<file path="config.mk">
export PLATFORM = sky130hd
export DESIGN_NAME = fir_lowpass_32tap_core_flat
export DESIGN_NICKNAME = d
export VERILOG_FILES = /design/src/design/firlp_pkg.sv /design/src/design/firlp_stream_if.sv /design/src/design/fir_lowpass_32tap_core.sv /design/src/design/firlp_da.sv /design/src/flat_wrapper.sv
export SDC_FILE = /design/constraint.sdc
export NUM_CORES = 1
export LEC_CHECK = 0
export ABC_AREA = 1
export BUFFER_PORTS_ARGS = -buffer_cell sky130_fd_sc_hd__buf_2
export CAP_MARGIN = 10
export CELL_PAD_IN_SITES_DETAIL_PLACEMENT = 0
export CELL_PAD_IN_SITES_GLOBAL_PLACEMENT = 2
export CORE_ASPECT_RATIO = 0.6
export CORE_MARGIN = 2
export CORE_UTILIZATION = 43
export DETAILED_ROUTE_END_ITERATION = 10
export HOLD_SLACK_MARGIN = 0.03
export PLACE_DENSITY = 0.87
export SLEW_MARGIN = 25
export SYNTH_ARGS = -nofsm -noshare
export SYNTH_HDL_FRONTEND = slang
export SYNTH_SLANG_ARGS = --single-unit
</file>
<file path="constraint.sdc">
create_clock -name clock -period 14.15 [get_ports clock]
set_clock_uncertainty 0.15 [all_clocks]
set_input_delay 1.415 -clock clock [delete_from_list [all_inputs] [get_ports clock]]
set_output_delay 1.415 -clock clock [all_outputs]
set_load 0.01 [all_outputs]
</file>
<file path="src/design/firlp_pkg.sv">
`timescale 1ns / 1ps
// ----------------------------------------------------------------------------
// firlp_pkg
// Shared types, sizes and the hardwired coefficient table of the 32-tap
// symmetric low-pass filter.
// ----------------------------------------------------------------------------
package firlp_pkg;

   localparam int SAMPLE_BITS = 16;
   localparam int TAPS        = 32;
   localparam int PAIRS       = TAPS / 2;
   localparam int COEF_BITS   = 16;
   localparam int FRAC_BITS   = COEF_BITS - 1;

   // distributed arithmetic: pair sums split into groups of four address bits
   localparam int GROUP   = 4;
   localparam int GROUPS  = PAIRS / GROUP;
   localparam int GROUP_W = $clog2(GROUPS);

   // sum of all sixteen coefficients is 13573, fits 14 bits
   localparam int PART_W   = 14;
   // pre-added pair words are one bit wider than a sample
   localparam int STEPS    = SAMPLE_BITS + 1;
   localparam int STEP_W   = $clog2(STEPS);
   localparam int ACC_HI_W = PART_W + 4;
   localparam int Y_W      = ACC_HI_W + 1;

   typedef logic signed [SAMPLE_BITS-1:0] sample_type;
   typedef logic [STEP_W-1:0]             step_cnt_type;

   // control from the sequencer to the arithmetic unit
   typedef struct packed {
      logic advance;    // bit step 0 .. SAMPLE_BITS-1
      logic first;      // first bit step: clear carries and accumulator
      logic sign_step;  // sign bit step: partial sum weighs negative
   } step_type;

   // Q1.15 coefficients, first half; the second half mirrors it
   localparam logic [COEF_BITS-1:0] COEF [PAIRS] = '{
      16'd93,   16'd117,  16'd182,  16'd266,  16'd367,  16'd484,  16'd615,  16'd758,
      16'd906,  16'd1054, 16'd1198, 16'd1329, 16'd1443, 16'd1534, 16'd1597, 16'd1630
   };

   // sum of the coefficients of one group picked by the address bits
   function automatic logic [PART_W-1:0] da_lut(input logic [GROUP_W-1:0] grp,
                                               input logic [GROUP-1:0]   sel);
      logic [PART_W-1:0] sum;
      sum = '0;
      for (int j = 0; j < GROUP; j++) begin
         if (sel[j]) begin
            sum = sum + PART_W'(COEF[int'(grp) * GROUP + j]);
         end
      end
      return sum;
   endfunction

endpackage

</file>
<file path="src/design/firlp_stream_if.sv">
`timescale 1ns / 1ps
// ----------------------------------------------------------------------------
// firlp_req_if / firlp_rsp_if
// Valid/ready channels carrying one sample word each.
// ----------------------------------------------------------------------------
interface firlp_req_if;
   import firlp_pkg::*;

   logic       valid;
   logic       ready;
   sample_type sample_in;

   modport source (output valid, output sample_in, input ready);
   modport sink   (input valid, input sample_in, output ready);
endinterface

interface firlp_rsp_if;
   import firlp_pkg::*;

   logic       valid;
   logic       ready;
   sample_type sample_out;

   modport source (output valid, output sample_out, input ready);
   modport sink   (input valid, input sample_out, output ready);
endinterface

</file>
<file path="src/design/fir_lowpass_32tap_core.sv">
`timescale 1ns / 1ps
// ----------------------------------------------------------------------------
// fir_lowpass_32tap_core
// 32-tap symmetric low-pass filter, Q1.15 in and out, bit-serial datapath.
//
//   channel   dir   handshake               word
//   req_chan  in    valid / ready           sample_in   signed 16 bit
//   rsp_chan  out   valid / ready           sample_out  signed 16 bit
//
// One word is taken when idle, then 17 bit steps run over the delay line
// (16 sample bits plus the sign bit of the pre-added pairs).
// The next word is accepted only after the previous result has moved into
// the output register, where it is held.
// Reset clears the delay line, the sequencer and the output valid.
// A result not yet taken holds the last bit step until the register frees.
// ----------------------------------------------------------------------------
module fir_lowpass_32tap_core (
   input  logic         clock,
   input  logic         reset,
   firlp_req_if.sink    req_chan,
   firlp_rsp_if.source  rsp_chan
);
   import firlp_pkg::*;

   localparam logic ST_IDLE = 1'b0;
   localparam logic ST_BUSY = 1'b1;
   localparam step_cnt_type LAST_STEP = step_cnt_type'(STEPS - 1);

   logic         state_ff, state_in;
   step_cnt_type cnt_ff, cnt_in;
   sample_type   dl_ff [TAPS];
   logic         rsp_valid_ff, rsp_valid_in;
   sample_type   rsp_data_ff, rsp_data_in;

   logic             req_fire;
   logic             out_free;
   logic             at_last;
   logic             commit;
   logic [TAPS-1:0]  tap_bits;
   step_type         ctrl;
   sample_type       result;

   assign req_chan.ready = (state_ff == ST_IDLE);
   assign req_fire       = req_chan.valid && req_chan.ready;
   assign out_free       = !rsp_valid_ff || rsp_chan.ready;
   assign at_last        = (state_ff == ST_BUSY) && (cnt_ff == LAST_STEP);
   assign commit         = at_last && out_free;

   assign ctrl.advance   = (state_ff == ST_BUSY) && (cnt_ff != LAST_STEP);
   assign ctrl.first     = (cnt_ff == '0);
   assign ctrl.sign_step = (cnt_ff == LAST_STEP);

   // index 0 holds the oldest sample; each word rotates right a bit per step,
   // so after the sample bits it is whole again and its msb is the sign
   always_comb begin
      for (int i = 0; i < TAPS; i++) begin
         tap_bits[i] = ctrl.sign_step ? dl_ff[i][SAMPLE_BITS-1] : dl_ff[i][0];
      end
   end

   always_ff @(posedge clock) begin
      if (reset) begin
         for (int i = 0; i < TAPS; i++) begin
            dl_ff[i] <= '0;
         end
      end else if (req_fire) begin
         for (int i = 0; i < TAPS - 1; i++) begin
            dl_ff[i] <= dl_ff[i+1];
         end
         dl_ff[TAPS-1] <= req_chan.sample_in;
      end else if (ctrl.advance) begin
         for (int i = 0; i < TAPS; i++) begin
            dl_ff[i] <= {dl_ff[i][0], dl_ff[i][SAMPLE_BITS-1:1]};
         end
      end
   end

   firlp_da u_da (
      .clock    (clock),
      .ctrl     (ctrl),
      .tap_bits (tap_bits),
      .result   (result)
   );

   always_comb begin
      state_in     = state_ff;
      cnt_in       = cnt_ff;
      rsp_valid_in = rsp_valid_ff;
      rsp_data_in  = rsp_data_ff;
      if (rsp_chan.ready) begin
         rsp_valid_in = 1'b0;
      end
      unique case (state_ff)
         ST_IDLE: begin
            if (req_fire) begin
               state_in = ST_BUSY;
               cnt_in   = '0;
            end
         end
         ST_BUSY: begin
            if (commit) begin
               state_in     = ST_IDLE;
               cnt_in       = '0;
               rsp_valid_in = 1'b1;
               rsp_data_in  = result;
            end else if (ctrl.advance) begin
               cnt_in = cnt_ff + step_cnt_type'(1);
            end
         end
         default: begin
            state_in = ST_IDLE;
            cnt_in   = '0;
         end
      endcase
   end

   always_ff @(posedge clock) begin
      if (reset) begin
         state_ff     <= ST_IDLE;
         cnt_ff       <= '0;
         rsp_valid_ff <= 1'b0;
      end else begin
         state_ff     <= state_in;
         cnt_ff       <= cnt_in;
         rsp_valid_ff <= rsp_valid_in;
      end
   end

   always_ff @(posedge clock) begin
      rsp_data_ff <= rsp_data_in;
   end

   assign rsp_chan.valid      = rsp_valid_ff;
   assign rsp_chan.sample_out = rsp_data_ff;

   a_start_clean: assert property (@(posedge clock) disable iff (reset)
      req_fire |=> (state_ff == ST_BUSY) && (cnt_ff == '0))
      else $error("bit sequence did not start at step zero");

   a_cnt_range: assert property (@(posedge clock) disable iff (reset)
      cnt_ff <= LAST_STEP)
      else $error("bit step counter out of range");

   a_idle_cnt: assert property (@(posedge clock) disable iff (reset)
      (state_ff == ST_IDLE) |-> (cnt_ff == '0))
      else $error("step counter not cleared while idle");

   a_commit_out: assert property (@(posedge clock) disable iff (reset)
      commit |=> rsp_valid_ff && (state_ff == ST_IDLE))
      else $error("finished word not moved to the output register");

   a_hold_last: assert property (@(posedge clock) disable iff (reset)
      (at_last && !out_free) |=> at_last)
      else $error("last bit step left while output register busy");

endmodule

</file>
<file path="src/design/firlp_da.sv">
`timescale 1ns / 1ps
// ----------------------------------------------------------------------------
// firlp_da
// Bit-serial pre-adders for the symmetric tap pairs, distributed arithmetic
// lookup and shift accumulator, with rounding and saturation of the result.
// ----------------------------------------------------------------------------
module firlp_da (
   input  logic                   clock,
   input  firlp_pkg::step_type    ctrl,
   input  logic [firlp_pkg::TAPS-1:0] tap_bits,
   output firlp_pkg::sample_type  result
);
   import firlp_pkg::*;

   localparam logic signed [Y_W-1:0] Y_MAX = Y_W'(32'sd32767);
   localparam logic signed [Y_W-1:0] Y_MIN = Y_W'(-32'sd32768);
   localparam logic [SAMPLE_BITS:0]  HALF  = (SAMPLE_BITS+1)'(1) << (FRAC_BITS - 1);

   logic [PAIRS-1:0]           carry_ff, carry_in;
   logic [PAIRS-1:0]           pair_bits;
   logic signed [ACC_HI_W-1:0] hi_ff, hi_in;
   logic [SAMPLE_BITS-1:0]     lo_ff, lo_in;
   logic [PART_W-1:0]          part;
   logic signed [ACC_HI_W-1:0] part_ext;
   logic signed [ACC_HI_W-1:0] base;
   logic signed [ACC_HI_W-1:0] total;
   logic [SAMPLE_BITS:0]       lo_rnd;
   logic signed [Y_W-1:0]      y_full;

   // serial adders, one per mirrored pair, lsb first
   always_comb begin
      for (int k = 0; k < PAIRS; k++) begin
         logic a, b, c;
         a = tap_bits[k];
         b = tap_bits[TAPS-1-k];
         c = ctrl.first ? 1'b0 : carry_ff[k];
         pair_bits[k] = a ^ b ^ c;
         carry_in[k]  = (a & b) | (a & c) | (b & c);
      end
   end

   always_comb begin
      part = '0;
      for (int g = 0; g < GROUPS; g++) begin
         part = part + da_lut(GROUP_W'(g), pair_bits[g*GROUP +: GROUP]);
      end
   end

   assign part_ext = ACC_HI_W'(part);
   assign base     = ctrl.first ? '0 : hi_ff;
   assign total    = ctrl.sign_step ? (base - part_ext) : (base + part_ext);

   assign hi_in = total >>> 1;
   assign lo_in = {total[0], lo_ff[SAMPLE_BITS-1:1]};

   always_ff @(posedge clock) begin
      if (ctrl.advance) begin
         carry_ff <= carry_in;
         hi_ff    <= hi_in;
         lo_ff    <= lo_in;
      end
   end

   // accumulator = total * 2^16 + lo; round half up at bit 15, then clamp
   assign lo_rnd = {1'b0, lo_ff} + HALF;
   assign y_full = {total, 1'b0} + Y_W'(lo_rnd[SAMPLE_BITS:FRAC_BITS]);

   always_comb begin
      if (y_full > Y_MAX) begin
         result = sample_type'(Y_MAX);
      end else if (y_full < Y_MIN) begin
         result = sample_type'(Y_MIN);
      end else begin
         result = sample_type'(y_full);
      end
   end

endmodule

</file>
<file path="src/flat_wrapper.sv">
// flat-port wrapper written by rule: the top's interface ports become plain ports
module fir_lowpass_32tap_core_flat import firlp_pkg::*;
  (clock, reset, req_chan_valid, req_chan_sample_in, req_chan_ready, rsp_chan_valid, rsp_chan_sample_out, rsp_chan_ready);
  firlp_req_if req_chan_i ();
  firlp_rsp_if rsp_chan_i ();
  input  logic clock;
  input  logic reset;
  input wire logic [$bits(req_chan_i.valid)-1:0] req_chan_valid;
  input wire logic [$bits(req_chan_i.sample_in)-1:0] req_chan_sample_in;
  output wire logic [$bits(req_chan_i.ready)-1:0] req_chan_ready;
  output wire logic [$bits(rsp_chan_i.valid)-1:0] rsp_chan_valid;
  output wire logic [$bits(rsp_chan_i.sample_out)-1:0] rsp_chan_sample_out;
  input wire logic [$bits(rsp_chan_i.ready)-1:0] rsp_chan_ready;
  assign req_chan_i.valid = req_chan_valid;
  assign req_chan_i.sample_in = req_chan_sample_in;
  assign req_chan_ready = req_chan_i.ready;
  assign rsp_chan_valid = rsp_chan_i.valid;
  assign rsp_chan_sample_out = rsp_chan_i.sample_out;
  assign rsp_chan_i.ready = rsp_chan_ready;
  fir_lowpass_32tap_core u_core (.clock(clock), .reset(reset), .req_chan(req_chan_i), .rsp_chan(rsp_chan_i));
endmodule
</file>
[Word-level counts from Yosys, hierarchy flattened]
Memory sizes are Yosys's and may differ from the RTL's.
Cells that the tools add are included.
Operators by class
  equal/unequal tests: 4
  reduce and logical (&&, ||, !) cells: 9
  $mul: 0
  bitwise logic cells: 177
  $lt $le $gt $ge: 2
  divide/modulo/power cells: 0
  multiplexer cells: 149
  add/subtract/negate cells: 20
  shifts and indexed selects: 0
Operators by type and width (number)
  16-bit two-way mux: 65
  14-bit two-way mux: 12
  1-bit OR: 96
  14-bit by 11-bit adder with 14-bit output, second input constant: 6
  1-bit two-way mux: 61
  1-bit bitwise AND: 48
  14-bit adder: 3
  18-bit two-way mux: 2
  1-bit bitwise XOR: 32
  14-bit by 10-bit adder with 14-bit output, second input constant: 2
  14-bit by 9-bit adder with 14-bit output, second input constant: 2
  19-bit by 2-bit adder with 19-bit output: 1
  19-bit by 16-bit > comparator with 1-bit output, second input constant: 1
  19-bit by 16-bit less-than comparator with 1-bit output, second input constant: 1
  18-bit by 15-bit adder with 18-bit output: 1
  18-bit by 15-bit subtractor with 18-bit output: 1
  16-bit by 15-bit adder with 17-bit output, second input constant: 1
  5-bit two-way mux: 3
  14-bit by 7-bit adder with 14-bit output, second input constant: 1
  14-bit by 8-bit adder with 14-bit output, second input constant: 1
  11-bit two-way mux: 1
  10-bit two-way mux: 1
  5-bit one-hot mux with 2 select lines: 1
  9-bit two-way mux: 1
  13 further kinds: 17
Word-level totals
  RAM bits: 512
  bits in registers: 72
  output and inout bits: 18
  memories: 1
  input bits: 20
  bits in read-only memories: 0
  logic and storage cells: 369
  latch bits: 0
Memories
  u_core.dl_ff: depth 32, bits a word 16, rd ports 32, clocked after Yosys merged registers in 0, wr ports 32, line fir_lowpass_32tap_core.sv:31  | sample_type dl_ff [TAPS];

[Depth between registers and ports, before layout]
Gate-level depths: netlist (run 1).
  depth after elaboration: 19
  gate-level depth with buffers: 59
  gate-level depth less buffers: 56

[Hierarchy]
Synthesis (run 1) repeated with hierarchy kept, for this count alone.
Unflattened totals
  cells, all modules: 2862
  area, all modules: 29393.2 um^2
Modules (own cells, without submodules)
  fir_lowpass_32tap_core: area an instance 22450.3 um^2, cells an instance 1813, times used 1
  firlp_da: area an instance 6942.9 um^2, cells an instance 1049, times used 1

[Worst setup path before layout (run 1)]
No wires, ideal clock.
  path type: input -> register
  start point: in reset
  end point: mem u_core.dl_ff[0][0] (netlist bit), enable pin
  arrival time: 7.541 ns
  setup slack: 3.860 ns
  data required time: 11.402 ns
  stages: 3
  path through: inv_2 > buf_1 > nand3_1
RTL lines
  from (decl): line flat_wrapper.sv:7  | input logic reset;
  to (decl): line fir_lowpass_32tap_core.sv:31

[Worst setup path after layout (run 1)]
  start point: reg u_core.cnt_ff[0]
  end point: reg u_core.rsp_data_ff[3] (netlist: u_core.rsp_chan.sample_out[3]), data pin
Between the ends
  cells in the longest elaborated chain, start to end: 19
Ends and longest elaborated chain
  from (decl): line fir_lowpass_32tap_core.sv:30  | step_cnt_type cnt_ff, cnt_in;
  from (signal assigned): line fir_lowpass_32tap_core.sv:124  | cnt_ff <= cnt_in;
  5-bit == test: line fir_lowpass_32tap_core.sv:51  | assign ctrl.sign_step = (cnt_ff == LAST_STEP);
  1-bit two-way mux: line fir_lowpass_32tap_core.sv:57  | tap_bits[i] = ctrl.sign_step ? dl_ff[i][SAMPLE_BITS-1] : dl_ff[i][0];
  1-bit bitwise XOR (2 in series): line firlp_da.sv:37  | pair_bits[k] = a ^ b ^ c;
  7-bit two-way mux / 9-bit two-way mux (equally long branches): line firlp_pkg.sv:50  | if (sel[j]) begin
  14-bit by 7-bit adder with 14-bit output / 14-bit by 9-bit adder with 14-bit output (equally long branches): line firlp_pkg.sv:51  | sum = sum + PART_W'(COEF[int'(grp) * GROUP + j]);
  14-bit two-way mux: line firlp_pkg.sv:50
  14-bit by 8-bit adder with 14-bit output / 14-bit by 10-bit adder with 14-bit output (equally long branches): line firlp_pkg.sv:51
  14-bit two-way mux: line firlp_pkg.sv:50
  14-bit by 9-bit adder with 14-bit output / 14-bit by 10-bit adder with 14-bit output (equally long branches): line firlp_pkg.sv:51
  14-bit two-way mux: line firlp_pkg.sv:50
  14-bit adder (3 in series): line firlp_da.sv:45  | part = part + da_lut(GROUP_W'(g), pair_bits[g*GROUP +: GROUP]);
  18-bit by 15-bit adder with 18-bit output / 18-bit by 15-bit subtractor with 18-bit output (equally long branches): line firlp_da.sv:51  | assign total = ctrl.sign_step ? (base - part_ext) : (base + part_ext);
  18-bit two-way mux (*): line firlp_da.sv:51
  named net u_core.u_da.total[17]: line firlp_da.sv:26  | logic signed [ACC_HI_W-1:0] total;
  19-bit by 2-bit adder with 19-bit output (*): line firlp_da.sv:66  | assign y_full = {total, 1'b0} + Y_W'(lo_rnd[SAMPLE_BITS:FRAC_BITS]);
  19-bit by 16-bit less-than comparator with 1-bit output: line firlp_da.sv:71  | end else if (y_full < Y_MIN) begin
  16-bit two-way mux: line firlp_da.sv:71
  to (signal assigned): line fir_lowpass_32tap_core.sv:130  | rsp_data_ff <= rsp_data_in;
  to (decl): line fir_lowpass_32tap_core.sv:33  | sample_type rsp_data_ff, rsp_data_in;
The timed path passes the listed nets; every way through them passes the cells marked *.
A chain may end at the register's enable or synchronous reset.

==> results of run 1 <==
-- cell usage after synthesis, types with 15 or more instances --
master | instances | area [um2]
inv_1 | 709 | 2660
edfxtp_1 | 563 | 16900
o22ai_1 | 483 | 3020
nand2_1 | 321 | 1200
clkbuf_1 | 122 | 458
o21ai_0 | 105 | 526
nand3_1 | 87 | 435
nor2_1 | 83 | 312
ha_1 | 73 | 913
xor2_1 | 39 | 342
fa_1 | 38 | 761
nand2_2 | 38 | 238
a21oi_1 | 25 | 125
inv_2 | 23 | 86.3
nand4_1 | 18 | 113
nand3_2 | 15 | 150
-- metal layers --
metal  vias up  share of wire, %
li1       9688                 -
met1      9530                55
met2       450                38
met3        79               5.9
met4         0               1.6
met5         -                 0
-- kinds of logic after synthesis --
kind of cell               Yosys count
AOI/OAI and AO/OA                  631
xor gates and xnor gates            53
adders and majority gates          111
DFF                                570
buffers and inverters              869
and+or+nand+nor                    614
muxes                                1
-- state kept, by name (all words and copies together) (netlist names) --
signal                      count
u_core.state_ff                 1
u_core.u_da.carry_ff           16
u_core.dl_ff                  512
u_core.u_da.lo_ff               2
u_core.u_da.hi_ff              17
u_core.rsp_chan.valid           1
u_core.rsp_chan.sample_out     16
u_core.cnt_ff                   5
-- final timing paths --
kind | to | slack, ns | depth (start not counted)
worst max-delay path | u_core.rsp_chan.sample_out[3] | 4.16 | 44
worst max register to register | u_core.rsp_chan.sample_out[3] | 4.16 | 44
worst min register to register | u_core.u_da.lo_ff[14] | 0.31 | 0
worst min-delay path | u_core.u_da.lo_ff[14] | 0.31 | 0
-- metrics by stage --
stage / setup slack, ns / hold WS [ns]
2_1_floorplan: 3.86 / 0.281
3_3_place_gp: 4.36 / 0.295
4_1_cts: 4.23 / 0.317
5_1_grt: 3.11 / 0.342
3_5_place_dp: 4.24 / 0.307
6_report: 4.16 / 0.310
-- cell usage in the layout (no fill, tap or decap), types with 14 or more instances in the layout --
master,count
a21oi_1,25
buf_2,37
clkbuf_16,54
clkinv_1,14
clkinv_2,14
edfxtp_1,563
fa_1,38
ha_1,73
inv_1,709
inv_2,23
nand2_1,318
nand2_2,38
nand3_1,83
nand3_2,17
nand4_1,18
nor2_1,82
o21ai_0,105
o22ai_1,483
xor2_1,39
-- final cells by class --
type                            instances  area (um2)  share of cell area, %
Sequential cell                       570       17000                   53.3
Clock inverter                         41         310                  0.971
Multi-Input combinational cell       1410        8960                   28.0
Clock buffer                           59        1370                   4.29
Inverter                              735        2760                   8.63
Tap cell                              900        1130                   3.52
Timing Repair Buffer                   55         382                   1.19
==> metrics.txt, run 1 <==
placement row count 73; CP max stage delay 0.69 ns; most used routing layer in global routing met1; Cell Count Post-Placement 3669; I/O Buffers 37; Final Hold Viols 0; H-tree levels 2; dpl cell area 30200 um2; DPL Wire Length 45.3 mm; post-synthesis mux area share 0.0342%; Hold Path Origin u_core.u_da.lo_ff[15]; fraction of registers with async set/reset 0%; met1 usage 32.9%; number of DRC markers in iteration 0 1850; # DRC 0; largest family of logic cells by synthesized area compound AO/OA/AOI/OAI gates; first-pass GRT wire length 108 mm; Main synth FF type edfxtp_1; first-pass detailed-route iteration total 7; Avg Cell Area, Syn 10.3 um2; setup violators final 0; PostCTS Resize Cnt 0; adder-cell area share of the yosys netlist 5.73%; status finished, final reports clean; ANT cells 0; Longest Clk Path Bufs 3; vias 19700; Required @ worst endpoint 14.35 ns; Hold/Removal Path Class flop to flop; Post-CTS Setup Inserts 0; Yosys reg bits 570; DRT antenna net count 0; Worst Setup End Kind flop; Tcrit/Tclk final 70.6%; Mapped Cells 2849; count of max-cap constraint violations 0; worst slew pin tran 0.996 ns; beginning of the critical path u_core.cnt_ff[0]; WP buf/inv 8; Die Ht 206 um; WL/cell 17.9 um; post-synthesis sequential area ratio 58.3%; GR Overflow Total 0; RSZ-0062 raised after global routing false; Post-synth EDFFs 563; Final #Nets 2957; Synth Area in Compound Gates 13.0%; TNS Setup 0 ns; simple-gate share of the synthesized area 10.0%; Layout area overhead 9.29%; post-layout util 47.9%; worst skew pair latency 0.64 ns; via density per instance 5.24; most used cell, CP nand2_1; CP startpoint kind flop; FILL cells 6122; gr usage total 19.3%; Core Region 66800 um2; Final min period 9.99 ns; Starting Density 43.8%; hold_buf cts 0; Final Instance Area 32000 um2; Reg clk slew, reported paths 0.07 ns; share of layout cells above drive strength 1 9.20%; Final Max Tran Viols 0; Final GP Congestion 0.887; clk root buf clkbuf_16; maximum number of pins on one net before global-route repair 220; routed wire length 67.5 mm; final std cells w/o fill 3770; syn nets 2980; critical path class flop to flop; critical path's top delay family simple AND/OR/NAND/NOR gates; reg-to-reg startpoint u_core.cnt_ff[0]; grt met3 use 3.38%; Die Wd 341 um; f_max 0.100 GHz; relative slew slack 33.6%; Clock Sinks 570; Worst Path Arrival 10.19 ns; CTS tree yes; XOR/XNOR Fraction of Synth Area 1.61%; Slowest-stage cell, CP fa_1; number of distinct library cells after synthesis 49; IO Pins 38; vias in the first global route 19000; grt met2 use 24.8%; Num CTS Buffers 54; cell area after synthesis 29200 um2; Syn. warnings 0; die area 70200 um2; initial antenna violation count 0; Critical Path Fanout Max 45
Power of run 1 is left out: the tool's default activity adds up to more than one toggle a clock period on the data nets, which glitch-free logic cannot reach.
==> run 2: changes to the inputs <==
--- a/config.mk
+++ b/config.mk
@@ -12,10 +12,10 @@
 export CELL_PAD_IN_SITES_GLOBAL_PLACEMENT = 2
 export CORE_ASPECT_RATIO = 0.6
 export CORE_MARGIN = 2
-export CORE_UTILIZATION = 43
+export CORE_UTILIZATION = 38
 export DETAILED_ROUTE_END_ITERATION = 10
 export HOLD_SLACK_MARGIN = 0.03
-export PLACE_DENSITY = 0.87
+export PLACE_DENSITY = 0.82
 export SLEW_MARGIN = 25
 export SYNTH_ARGS = -nofsm -noshare
 export SYNTH_HDL_FRONTEND = slang
==> constraint.sdc (replaced) <==
create_clock -name clock -period 8.5 [get_ports clock]
set_clock_uncertainty 0.15 [all_clocks]
set_input_delay 0.85 -clock clock [delete_from_list [all_inputs] [get_ports clock]]
set_output_delay 0.85 -clock clock [all_outputs]
set_load 0.01 [all_outputs]
==> run 2 against run 1 <==
Cell count is 8.5% higher. Clock-buffer cell count is 4 higher. Global-route usage shrank 0.93 points. Sequential cell count did not move. Non-clock buffer count is 217 higher. Worst hold slack better by 0.0018 ns. Critical path depth is 10 higher. Highest routed layer unchanged.
==> metrics.txt, run 2 (synthesis gave the netlist of run 1 again) <==
setup violators final 0 (unchanged); Reg clk slew, reported paths 0.07 ns (about the same); reg-to-reg startpoint u_core.cnt_ff[0]; Num CTS Buffers 55 (+1.9%); CTS tree yes; gr usage total 18.4% (-0.93 points); Final GP Congestion 0.886 (about the same); r2r worst-path depth 54 (+23%); critical path class flop to flop; Final Hold Viols 0 (unchanged); via density per instance 5.11 (-2.5%); DPL Wire Length 49.1 mm (+8.3%); worst slew pin tran 1.11 ns (+0.119 ns); die area 79200 um2 (+13%); RSZ-0062 raised after global routing true; I/O Buffers 37 (unchanged); FF-to-FF End u_core.rsp_chan.sample_out[4]; Clock Sinks 570 (unchanged); clk root buf clkbuf_16; Layout area overhead 20.7%; most used cell, CP nand2_2; Hold Crit Endpoint u_core.u_da.lo_ff[14]; Top Registers u_core.dl_ff (512), u_core.u_da.hi_ff (17); Required @ worst endpoint 8.71 ns (-5.64 ns); DRT antenna net count 0 (unchanged); R2R Setup Slk 0.12 ns (-4.04 ns); post-layout util 46.5% (-1.3 points); Die Ht 219 um (+6.3%); Hold Path Origin u_core.u_da.lo_ff[15]; Tcrit/Tclk final 98.6% (+28 points); Hold/Removal Path Class flop to flop; placement row count 78 (+6.8%); Starting Density 38.6% (-5.2 points); Final min period 8.38 ns (-1.61 ns); Core Region 75800 um2 (+14%); first-pass detailed-route iteration total 7 (unchanged); Top reg by flops u_core.dl_ff; CP startpoint kind flop; relative slew slack 25.7% (-7.9 points); CP max stage delay 0.51 ns (-0.18 ns); initial antenna violation count 0 (unchanged); status finished, final reports clean; H-tree levels 2 (unchanged); share of layout cells above drive strength 1 22.8% (+14 points); first-pass GRT wire length 114 mm (+6.1%); Slowest-stage cell, CP fa_1; vias in the first global route 19400 (+2.1%); Final #Nets 3177 (+7.4%); routed wire length 74.5 mm (+10%); Worst Setup End Kind flop; WL/cell 18.2 um (+1.8%); Worst Path Arrival 8.59 ns (-1.60 ns); hold depth 0 (unchanged); Longest Clk Path Bufs 3 (unchanged); number of DRC markers in iteration 0 2039 (+10%); count of max-cap constraint violations 0 (unchanged); ANT cells 0 (unchanged); most common cell after layout, fill and taps aside inv_1; max reg flops 512 (unchanged); Final Max Tran Viols 0 (unchanged); Critical Path Fanout Max 8 (-82%); IO Pins 38 (unchanged); vias 20900 (+5.8%); TNS Setup 0 ns (unchanged); # DRC 0 (unchanged); worst skew pair latency 0.64 ns (about the same); most frequent cells in the layout inv_1, edfxtp_1, o22ai_1; Die Wd 362 um (+6.3%); GR Overflow Total 0 (unchanged); maximum number of pins on one net before global-route repair 247 (+12%); f_max 0.119 GHz (+19%)
-- run 2: cell count changes in the layout (fill, tap and decap cells not counted), sizes merged --
cell,previous run,this run
nand3,107,109
clkinvlp,6,2
clkbuf,59,65
bufinv,2,3
buf,55,270
clkinv,32,29
inv,736,738
-- run 2: repair_timing --
item	CTS	global route
resized for setup	90	276
setup buffers	11	43
gates cloned	3	2
endpoints found under the setup margin	17	17
hold buffers	0	0
pin swaps	27	137
-- run 2: layout make-up --
type,instances,area [um2]
timing repair buffer,272,2180
clock inverter,37,289
fill,7009,40500
sequential,570,17000
clock buffer,63,1410
tap,1000,1250
inverter,735,2780
multi-input combinational,1412,10300
-- run 2: layer usage --
metal | GRT usage, % | up-vias | routed length (um)
met5 | 0 | - | 0
met2 | 21.9 | 468 | 26900
met1 | 32.3 | 10200 | 41500
met3 | 4.08 | 68 | 5180
li1 | - | 10200 | -
met4 | 3.21 | 0 | 872
-- run 2: stage by stage --
step / hold slack, ns / instance area [um2] / setup slack, ns / cells
2_1_floorplan: 0.281 / 29200 / 0.0374 / 2849
6_report: 0.312 / 35300 / 0.119 / 4089
5_1_grt: 0.333 / 35300 / -0.206 / 4089
3_5_place_dp: 0.312 / 31600 / -0.973 / 3931
4_1_cts: 0.315 / 33800 / 0.0120 / 4045
3_3_place_gp: 0.294 / 31600 / -0.844 / 3931
-- run 2: critical path, delay by kind of cell (launching register included) --
family          cells  cell delay (ns)
fa+ha+maj           8             2.58
simple gates       27             2.94
flops               1             0.33
xor+xnor            1             0.16
compound gates      5             0.60
buf+inv            13             1.30
-- run 2: worst max-delay path by stage --
stage / from / to / slack [ns] / cells past startpoint
after floorplan: u_core.cnt_ff[1] / u_core.rsp_chan.sample_out[13] / 0.04 / 47
after CTS: u_core.cnt_ff[0] / u_core.rsp_chan.sample_out[3] / 0.01 / 54
after global routing: u_core.cnt_ff[0] / u_core.rsp_chan.sample_out[4] / -0.21 / 51
after global placement: u_core.cnt_ff[0] / u_core.rsp_chan.sample_out[5] / -0.84 / 48
after detailed placement: u_core.cnt_ff[0] / u_core.rsp_chan.sample_out[14] / -0.97 / 44
final: u_core.cnt_ff[0] / u_core.rsp_chan.sample_out[4] / 0.12 / 54
Power of run 2 is left out for the same reason.
==> run 3: changes to the inputs <==
--- a/config.mk
+++ b/config.mk
@@ -5,17 +5,16 @@
 export SDC_FILE = /design/constraint.sdc
 export NUM_CORES = 1
 export LEC_CHECK = 0
-export ABC_AREA = 1
 export BUFFER_PORTS_ARGS = -buffer_cell sky130_fd_sc_hd__buf_2
 export CAP_MARGIN = 10
 export CELL_PAD_IN_SITES_DETAIL_PLACEMENT = 0
 export CELL_PAD_IN_SITES_GLOBAL_PLACEMENT = 2
 export CORE_ASPECT_RATIO = 0.6
 export CORE_MARGIN = 2
-export CORE_UTILIZATION = 38
+export CORE_UTILIZATION = 44
 export DETAILED_ROUTE_END_ITERATION = 10
 export HOLD_SLACK_MARGIN = 0.03
-export PLACE_DENSITY = 0.82
+export PLACE_DENSITY = 0.86
 export SLEW_MARGIN = 25
 export SYNTH_ARGS = -nofsm -noshare
 export SYNTH_HDL_FRONTEND = slang
==> constraint.sdc (replaced) <==
create_clock -name clock -period 8.6 [get_ports clock]
set_clock_uncertainty 0.15 [all_clocks]
set_input_delay 0.86 -clock clock [delete_from_list [all_inputs] [get_ports clock]]
set_output_delay 0.86 -clock clock [all_outputs]
set_load 0.005 [all_outputs]
==> run 3 against run 2 <==
Sequential share of layout area increased by 0.28 points. Fmax is 9.9% lower. Die area decreased by 14%. The flow now finishes with violations (setup timing). First-iteration DRC count shrank 9.6%. Worst hold slack gained 0.013 ns. Critical path depth is 10 lower. Via count down 1.5%. Synthesized cell count down 11%. Global-route usage grew 1.9 points. Critical path type unchanged. Highest routed layer unchanged. Synthesized area fell by 0.42%. Cell count down 8.4%.
==> metrics.txt, run 3 <==
area share of the largest cell type after synthesis 58.1% (+0.24 points); DRT antenna net count 0 (unchanged); beginning of the critical path u_core.cnt_ff[1]; violated checks setup timing; Starting Density 44.8% (+6.3 points); Post-synth EDFFs 563 (unchanged); placement row count 72 (-7.7%); most common cell after layout, fill and taps aside edfxtp_1; ANT cells 0 (unchanged); GR Overflow Total 0 (unchanged); die area 68300 um2 (-14%); Syn. warnings 0 (unchanged); Required @ worst endpoint 8.81 ns (+0.10 ns); clk root buf clkbuf_16; post-synthesis sequential area ratio 58.5% (+0.24 points); # DRC 0 (unchanged); Layout area overhead 20.5%; gr usage total 20.3% (+1.9 points); fraction of registers with async set/reset 0% (unchanged); IO Pins 38 (unchanged); worst slew pin tran 0.951 ns (-0.164 ns); WL/cell 18.6 um (+2.1%); Top reg by flops u_core.dl_ff; I/O Buffers 37 (unchanged); hold_buf cts 0 (unchanged); CP max stage delay 0.68 ns (+0.17 ns); Clock Sinks 570 (unchanged); routed wire length 69.7 mm (-6.4%); FF-to-FF End u_core.rsp_chan.sample_out[12]; RSZ-0062 raised after global routing true; critical path class flop to flop; maximum number of pins on one net before global-route repair 134 (-46%); Yosys reg bits 570 (unchanged); Avg Cell Area, Syn 11.5 um2 (+12%); Final Max Tran Viols 0 (unchanged); Hold/Removal Path Class flop to flop; Top Registers u_core.dl_ff (512), u_core.u_da.hi_ff (17); Worst Setup End Kind flop; most frequent cells in the layout edfxtp_1, nand2_1, buf_4; vias 20600 (-1.5%); number of DRC markers in iteration 0 1844 (-9.6%); Commonest cells post-synth nand2_1, edfxtp_1, a22o_1, a21oi_1, clkbuf_1; first-pass GRT wire length 111 mm (-2.7%); max reg flops 512 (unchanged); via density per instance 5.49 (+7.5%); worst setup path endpoint u_core.rsp_chan.sample_out[12]; Slowest-stage cell, CP fa_2; Tcrit/Tclk final 108% (+9.6 points); number of distinct library cells after synthesis 89 (+82%); DPL Wire Length 44.9 mm (-8.5%); most used cell, CP nand2_2; relative slew slack 36.6% (+11 points); most frequent cell after synthesis nand2_1; final setup margin -0.703 ns (-0.821 ns); Die Ht 203 um (-7.1%); TNS Setup -11.02 ns (-11.02 ns); first-pass detailed-route iteration total 5 (-2); setup violators final 17 (+17); Main synth FF type edfxtp_1; Worst Path Arrival 9.51 ns (+0.92 ns); Longest Clk Path Bufs 3 (unchanged); Final #Nets 2944 (-7.3%); Final GP Congestion 0.883 (-0.44%); reg-to-reg startpoint u_core.cnt_ff[1]; Reg clk slew, reported paths 0.07 ns (about the same); status finished with violations; CTS tree yes; initial antenna violation count 0 (unchanged); Num CTS Buffers 53 (-3.6%); Critical Path Fanout Max 7 (-1); Final Hold Viols 0 (unchanged); Final min period 9.30 ns (+0.921 ns); worst skew pair latency 0.63 ns (about the same); cell area after synthesis 29100 um2 (-0.42%); area leader, netlist edfxtp_1; f_max 0.107 GHz (-9.9%); CP startpoint kind flop; count of max-cap constraint violations 0 (unchanged); Core Region 65000 um2 (-14%); Hold WS 0.325 ns (+0.0132 ns); syn nets 2668 (-10%); r2r worst-path depth 44 (-19%); Die Wd 336 um (-7.2%); share of layout cells above drive strength 1 22.1% (-0.71 points); Area contributors post-synth edfxtp_1, a22o_1, nand2_1, a21oi_1, ha_1; R2R Setup Slk -0.70 ns (-0.82 ns); H-tree levels 2 (unchanged); Mapped Cells 2537 (-11%); vias in the first global route 20100 (+3.4%)
-- run 3: layout make-up --
| type | count | area [um2] |
|---|---|---|
| clock inverter | 35 | 365 |
| inverter | 78 | 313 |
| fill | 5594 | 29900 |
| sequential | 570 | 17000 |
| clock buffer | 65 | 1390 |
| timing repair buffer | 398 | 3080 |
| multi-input combinational | 1712 | 11800 |
| tap | 888 | 1110 |
-- run 3: logic make-up (layout without fill, tap and decap cells) --
kind of cell    Yosys count  count (layout)  synth area share (%)
simple gates            780             780                  11.4
compound gates          716             716                  17.5
flops                   570             570                  58.5
buf+inv                 255             576                  3.37
fa+ha+maj               111             111                  5.75
xor+xnor                 86              86                  2.71
mux                      19              19                 0.675
-- run 3: stage by stage --
step	std cells	utilization [%]	cell area (um2)	setup slack [ns]
2_1_floorplan	2537	-	29300	-0.539
3_3_place_gp	3595	49.7	32300	-1.03
3_5_place_dp	3595	49.7	32300	-1.30
4_1_cts	3734	53.6	34800	-0.631
5_1_grt	3746	54.0	35100	-0.985
6_report	3746	54.0	35100	-0.703
-- run 3: worst min path at each step --
stage	from	to	slack, ns	cells after the start
after floorplan	u_core.u_da.lo_ff[15]	u_core.u_da.lo_ff[14]	0.28	0
after global placement	u_core.u_da.lo_ff[15]	u_core.u_da.lo_ff[14]	0.29	0
after detailed placement	u_core.u_da.lo_ff[15]	u_core.u_da.lo_ff[14]	0.31	0
after CTS	u_core.u_da.lo_ff[15]	u_core.u_da.lo_ff[14]	0.32	0
after global routing	u_core.u_da.lo_ff[15]	u_core.u_da.lo_ff[14]	0.35	0
final	u_core.u_da.lo_ff[15]	u_core.u_da.lo_ff[14]	0.33	0
-- run 3: worst max-delay path: cells and delay by family, from the launching register on --
| family | cells | cell delay [ns] |
|---|---|---|
| adders and majority gates | 7 | 2.51 |
| AOI/OAI and AO/OA | 12 | 2.09 |
| and+or+nand+nor | 11 | 2.00 |
| xor gates and xnor gates | 5 | 1.07 |
| buffers and inverters | 9 | 0.90 |
| DFF | 1 | 0.33 |
-- run 3: repair_timing --
item,CTS,global route
resized for setup,93,35
pin swaps,67,30
setup buffers,38,14
setup endpoints to repair,23,20
hold endpoints to repair,0,0
gates cloned,1,0
-- run 3: metal layers --
metal / up-vias / part of all wire [%] / GRT usage (%) / wire length [um]
met1: 10100 / 53 / 33.6 / 36900
met3: 78 / 6.6 / 4.54 / 4630
met4: 0 / 1.5 / 4.23 / 1060
li1: 9874 / - / - / -
met5: - / 0 / 0 / 0
met2: 465 / 39 / 26.5 / 27200
Power of run 3 is left out for the same reason.
